--- config.mk ---
export PLATFORM = sky130hd
export DESIGN_NAME = binomial_coefficient
export DESIGN_NICKNAME = d
export VERILOG_FILES = /design/src/hdl/bincoef_pkg.sv /design/src/hdl/binomial_coefficient.sv
export SDC_FILE = /design/constraint.sdc
export NUM_CORES = 1
export LEC_CHECK = 0
export BUFFER_PORTS_ARGS = -buffer_cell sky130_fd_sc_hd__buf_4
export CELL_PAD_IN_SITES_DETAIL_PLACEMENT = 0
export CELL_PAD_IN_SITES_GLOBAL_PLACEMENT = 1
export CORE_MARGIN = 2
export CORE_UTILIZATION = 30
export DETAILED_ROUTE_END_ITERATION = 8
export PLACE_DENSITY_LB_ADDON = 0.3
export SLEW_MARGIN = 20
export SYNTH_ARGS = -nofsm -noshare
export SYNTH_HDL_FRONTEND = slang
export SYNTH_SLANG_ARGS = --single-unit
export TNS_END_PERCENT = 100
--- constraint.sdc ---
create_clock -name clk -period 10.9 [get_ports clk]
set_input_delay 1.635 -clock clk [delete_from_list [all_inputs] [get_ports clk]]
set_output_delay 1.635 -clock clk [all_outputs]
set_load 0.02 [all_outputs]
--- src/hdl/bincoef_pkg.sv ---
`default_nettype none

package bincoef_pkg;

	localparam int unsigned N_W    = 6;
	localparam int unsigned I_W    = 5;
	localparam int unsigned COEF_W = 57;
	localparam int unsigned PROD_W = 64;
	localparam int unsigned CNT_W  = 6;

	localparam logic [1:0] STATUS_OK       = 2'd0;
	localparam logic [1:0] STATUS_K_OVER_N = 2'd1;
	localparam logic [1:0] STATUS_N_RANGE  = 2'd2;

	typedef struct packed {
		logic [N_W-1:0] n_total;
		logic [N_W-1:0] k_chosen;
	} bincoef_req_t;

	typedef struct packed {
		logic [COEF_W-1:0] coefficient;
		logic [1:0]        status;
	} bincoef_rsp_t;

	typedef enum logic [1:0] {
		ST_IDLE,
		ST_MUL,
		ST_DIV,
		ST_FIN
	} bincoef_state_t;

endpackage

`default_nettype wire

--- src/hdl/binomial_coefficient.sv ---
`default_nettype none

// Binomial coefficient C(n_total, k_chosen), one result per request transaction.
// The block works on one request at a time and stalls requests while busy.
// With s = min(k, n-k), an in-range request with s >= 2 runs s rounds of a
// multiply by (max(k, n-k) + i) followed by a restoring divide over all 64
// product bits by i, one quotient bit per cycle, on a single shared divider.
// Errors and s <= 1 skip the rounds and go straight to the result.
// n above MAX_N gives status 2, k above n gives status 1, both with a zero
// coefficient. A finished result waits in an output register while stalled.
module binomial_coefficient
	import bincoef_pkg::*;
#(
	parameter int unsigned MAX_N = 60
) (
	input  wire logic         clk,
	input  wire logic         arst_n,
	input  wire logic         req_valid,
	output logic              req_stall,
	input  wire bincoef_req_t req,
	output logic              rsp_valid,
	input  wire logic         rsp_stall,
	output bincoef_rsp_t      rsp
);

	bincoef_state_t state_q, state_d;

	logic [N_W-1:0]    big_q;
	logic [I_W-1:0]    small_q;
	logic [I_W-1:0]    i_q;
	logic [COEF_W-1:0] acc_q;
	logic [PROD_W-1:0] quot_q;
	logic [I_W-1:0]    rem_q;
	logic [CNT_W-1:0]  cnt_q;
	bincoef_rsp_t      res_q;
	bincoef_rsp_t      rsp_q;
	logic              rsp_valid_q;

	logic              req_fire;
	logic              load_out;
	logic              div_last;
	logic              round_last;
	logic [N_W-1:0]    diff;
	logic [N_W-1:0]    big_d;
	logic [N_W-1:0]    small_full;
	logic [N_W-1:0]    factor;
	logic [I_W:0]      trial;
	logic              qbit;
	logic [I_W-1:0]    rem_d;
	logic [PROD_W-1:0] quot_d;
	logic [N_W+COEF_W-1:0] prod;

	assign req_fire = req_valid && !req_stall;
	assign load_out = (state_q == ST_FIN) && (!rsp_valid_q || !rsp_stall);

	// split n into the larger and smaller part of k and n-k
	assign diff       = req.n_total - req.k_chosen;
	assign big_d      = (diff > req.k_chosen) ? diff : req.k_chosen;
	assign small_full = req.n_total - big_d;

	assign factor = big_q + N_W'(i_q);
	assign prod   = acc_q * factor;

	// one restoring step: shift in the next dividend bit, subtract if it fits
	assign trial  = {rem_q, quot_q[PROD_W-1]};
	assign qbit   = (trial >= {1'b0, i_q});
	assign rem_d  = qbit ? I_W'(trial - {1'b0, i_q}) : trial[I_W-1:0];
	assign quot_d = {quot_q[PROD_W-2:0], qbit};

	assign div_last   = (cnt_q == '0);
	assign round_last = (i_q == small_q);

	always_comb begin
		state_d   = state_q;
		req_stall = 1'b1;
		unique case (state_q)
			ST_IDLE: begin
				req_stall = 1'b0;
				if (req_valid) begin
					if (req.n_total > N_W'(MAX_N) || req.k_chosen > req.n_total
							|| small_full < N_W'(2)) begin
						state_d = ST_FIN;
					end else begin
						state_d = ST_MUL;
					end
				end
			end
			ST_MUL: begin
				state_d = ST_DIV;
			end
			ST_DIV: begin
				if (div_last) begin
					state_d = round_last ? ST_FIN : ST_MUL;
				end
			end
			ST_FIN: begin
				if (load_out) begin
					state_d = ST_IDLE;
				end
			end
			default: begin
				state_d = ST_IDLE;
			end
		endcase
	end

	always_ff @(posedge clk or negedge arst_n) begin
		if (!arst_n) begin
			state_q     <= ST_IDLE;
			rsp_valid_q <= 1'b0;
		end else begin
			state_q <= state_d;
			if (load_out) begin
				rsp_valid_q <= 1'b1;
			end else if (!rsp_stall) begin
				rsp_valid_q <= 1'b0;
			end
		end
	end

	always_ff @(posedge clk) begin
		if (load_out) begin
			rsp_q <= res_q;
		end
		unique case (state_q)
			ST_IDLE: begin
				if (req_fire) begin
					big_q   <= big_d;
					small_q <= small_full[I_W-1:0];
					i_q     <= I_W'(1);
					acc_q   <= COEF_W'(1);
					if (req.n_total > N_W'(MAX_N)) begin
						res_q.status      <= STATUS_N_RANGE;
						res_q.coefficient <= '0;
					end else if (req.k_chosen > req.n_total) begin
						res_q.status      <= STATUS_K_OVER_N;
						res_q.coefficient <= '0;
					end else if (small_full == '0) begin
						res_q.status      <= STATUS_OK;
						res_q.coefficient <= COEF_W'(1);
					end else begin
						// s = 1 gives n; larger s is overwritten by the loop
						res_q.status      <= STATUS_OK;
						res_q.coefficient <= COEF_W'(req.n_total);
					end
				end
			end
			ST_MUL: begin
				quot_q <= PROD_W'(prod);
				rem_q  <= '0;
				cnt_q  <= CNT_W'(PROD_W - 1);
			end
			ST_DIV: begin
				quot_q <= quot_d;
				rem_q  <= rem_d;
				cnt_q  <= cnt_q - CNT_W'(1);
				if (div_last) begin
					// exact division: quotient is C(big + i, i)
					acc_q <= quot_d[COEF_W-1:0];
					i_q   <= i_q + I_W'(1);
					if (round_last) begin
						res_q.coefficient <= quot_d[COEF_W-1:0];
					end
				end
			end
			ST_FIN: begin
			end
			default: begin
			end
		endcase
	end

	assign rsp_valid = rsp_valid_q;
	assign rsp       = rsp_q;

endmodule

`default_nettype wire
==> metrics.yaml <==
synth.distinct_cells: 85
dp.final_hpwl_mm: 38.31
synthTopCellsByArea: "edfxtp_1, fa_1, and2_1"
hold_class: "reg -> reg"
drtIter0Drc: 761
cts_tree: "built"
syn_area_per_cell_um2: 10.63
antenna_cells: 0
synthArstFlopShare_pct: 1.115
cts_max_path_buffers: 3
endpoint_kind: "register"
cp-start-kind: "register"
ios: 77
max-cap-violations: 0
clock-sinks: 269
crit_path_max_fanout: 57
reg2regPathDepth: 21
rsz0062_at_grt: "no"
ctsResizeCount: 0
syn-num-nets: 2430
final_max_slew_viol_count: 0
htree_levels: 2
post-route-min-period_ns: 6.864
root_buffer: "clkbuf_16"
setup_tns_ns: 0
crit_type: "reg -> reg"
fin_crit_sh_pct: 62.97
core_area_um2: 73080
gp_congestion: 0.8051
finalSetupViolCount: 0
die_w_um: 275.8
final_area_um2: 24920
cp.arrival_ns: 7.18
stdcell_count: 3100
grt-ovfl-total: 0
yosys_register_bits: 269
timing.fmax_mhz: 145.7
synth_top_area_share_pct: 36.05
r2r_end: "quot_q[54]$_DFFE_PP_"
synth_area_leader_cell: "edfxtp_1"
portBuffers: 76
hold_violations: 0
relSlewSlack_pct: 29.88
violations: "DRC"
die_y_um: 275.8
status: "complete, but fails checks"
worstHoldEndpoint: "rsp[18]$_DFFE_PP_"
rows: 99
synth-edff-count: 266
post_cts_buffers: 0
regToRegSetupSlack_ns: 4.04
grt_max_degree: 87
post_dp_cell_area_um2: 23670
numPlacedInstances: 3040
tightest_slew_ns: 1.052
wl_per_cell_um: 17.33
grt_pass1_vias: 15997
drive_gt1_share_pct: 9.341
nets: 2463
drtPass1Iterations: 7
cts_buffers: 35
skew_ns: 0.02237
drcViolationCount: 4
drt_wl_total_mm: 53.74
n_fill_cell: 7417
track_usage_pct: 14.73
path_clk_slew_ns: 0.06
synth.yosys.warnings: 0
dr_total_vias: 14625
hold_depth: 0
required_ns: 11.21
clk_latency_ns: 0.56
hold_start: "res_q[18]$_DFFE_PP_"
antenna_found_initial: 0
viasPerCell: 4.718
ys.flop_type: "edfxtp_1"
drt.antenna.violating_nets: 0
syn_to_final_growth_pct: 12.46
yosysSeqAreaShare_pct: 36.39
synthCells: 2085
grt_pass1_wl_mm: 88.43
floorplan.initialDensity_pct: 30.32
syn_area_um2: 22160
r2r-start: "i_q[1]$_SDFFCE_PN0P_"
hold_buffers: 0
die-area_um2: 76050
## placed cells by master, fill, tap and decap left out, types with 16 or more instances in the layout
master and count:
a21o_1 86, a21oi_1 81, and2_1 274, buf_4 90, clkbuf_16 36, edfxtp_1 266, fa_1 225, ha_1 101
inv_1 284, nand2_1 182, nand2b_1 62, nand3_1 19, nand4_1 25, nor2_1 71, o21ai_0 45, o21bai_1 16
xnor2_1 42, xor2_1 24
## final cells by class
type                       count  area [µm²]  area share (%)
sequential                   269        8063           32.36
clock buffer                  38       908.4           3.645
clock inverter                22       339.1           1.361
tap                          959        1200           4.815
timing repair buffer          90       675.6           2.712
inverter                     285        1075           4.313
multi-input combinational   1437       12660           50.80
## sequential cells by signal (all words and copies together), names as in the netlist, 2 cells and up
| register | cells |
|---|---|
| quot_q | 64 |
| res_q | 59 |
| rsp | 59 |
| acc_q | 57 |
| big_q | 6 |
| cnt_q | 6 |
| i_q | 5 |
| rem_q | 5 |
| small_q | 5 |
| state_q | 2 |
## layer usage
layer / vias up / global-route usage [%] / share of wire, %
li1: 6939 / - / -
met1: 7401 / 20.65 / 48
met2: 233 / 24.34 / 47
met3: 52 / 1.888 / 3.9
met4: 0 / 3.183 / 1.6
met5: - / 0 / 0
## stage by stage
step / hold WS [ns] / worst slack, ns / util, %
3_3_place_gp: 0.4044 / 4.006 / 32.39
6_report: 0.4159 / 4.036 / 34.10
2_1_floorplan: 0.4003 / 4.328 / -
3_5_place_dp: 0.4045 / 3.964 / 32.39
5_1_grt: 0.4243 / 3.559 / 34.10
4_1_cts: 0.4177 / 3.926 / 34.10
## worst max-delay path: stages, from the launching register on
cell	delay (ns)
edfxtp_1	0.50
ha_1	0.32
a21o_1	0.16
a21oi_1	0.27
o21bai_1	0.11
a21oi_1	0.23
xnor2_2	0.13
buf_4	0.53
nand2_1	0.17
fa_1	0.53
fa_1	0.52
fa_1	0.54
inv_1	0.04
ha_1	0.36
o21ai_1	0.17
nor2_2	0.10
o31ai_1	0.45
o31a_1	0.35
o32ai_2	0.17
nor2_2	0.31
o211ai_2	0.20
o311ai_0	0.45
## cells in the mapped netlist (6+ instances only)
cell and number:
inv_1 284, and2_1 274, edfxtp_1 266, fa_1 225
nand2_1 182, ha_1 104, a21o_1 86, a21oi_1 81
nor2_1 72, clkbuf_1 70, nand2b_1 62, xnor2_1 46
o21ai_0 45, nand4_1 25, xor2_1 24, nand3_1 19
o21bai_1 16, nor2b_1 15, nor3_1 15, a31oi_1 13
buf_4 10, o21a_1 8, buf_6 7, o31ai_1 7
a211oi_1 6, and3_1 6, o21ai_1 6
## how the worst max path moves through the flow
stage,to,from,slack [ns]
after floorplan,res_q[10]$_DFFE_PP_,req_valid,4.33
after global placement,quot_q[54]$_DFFE_PP_,i_q[1]$_SDFFCE_PN0P_,4.01
after detailed placement,quot_q[54]$_DFFE_PP_,i_q[1]$_SDFFCE_PN0P_,3.96
after CTS,quot_q[54]$_DFFE_PP_,i_q[1]$_SDFFCE_PN0P_,3.93
after global routing,quot_q[54]$_DFFE_PP_,i_q[1]$_SDFFCE_PN0P_,3.56
final,quot_q[54]$_DFFE_PP_,i_q[1]$_SDFFCE_PN0P_,4.04
## logic make-up (layout without fill, tap and decap cells)
kind of cell | after synthesis | after routing | share of synthesized area, %
AND/OR/NAND/NOR | 708 | 708 | 17.34
buffers and inverters | 379 | 435 | 6.889
adder cells (fa/ha/maj) | 329 | 329 | 26.20
AO/OA/AOI/OAI | 327 | 327 | 10.28
flip-flops | 269 | 269 | 36.39
XOR/XNOR | 70 | 70 | 2.767
multiplexers | 3 | 3 | 0.1355
Power is left out: the tool's default activity adds up to more than one toggle a clock period on the data nets, which glitch-free logic cannot reach.
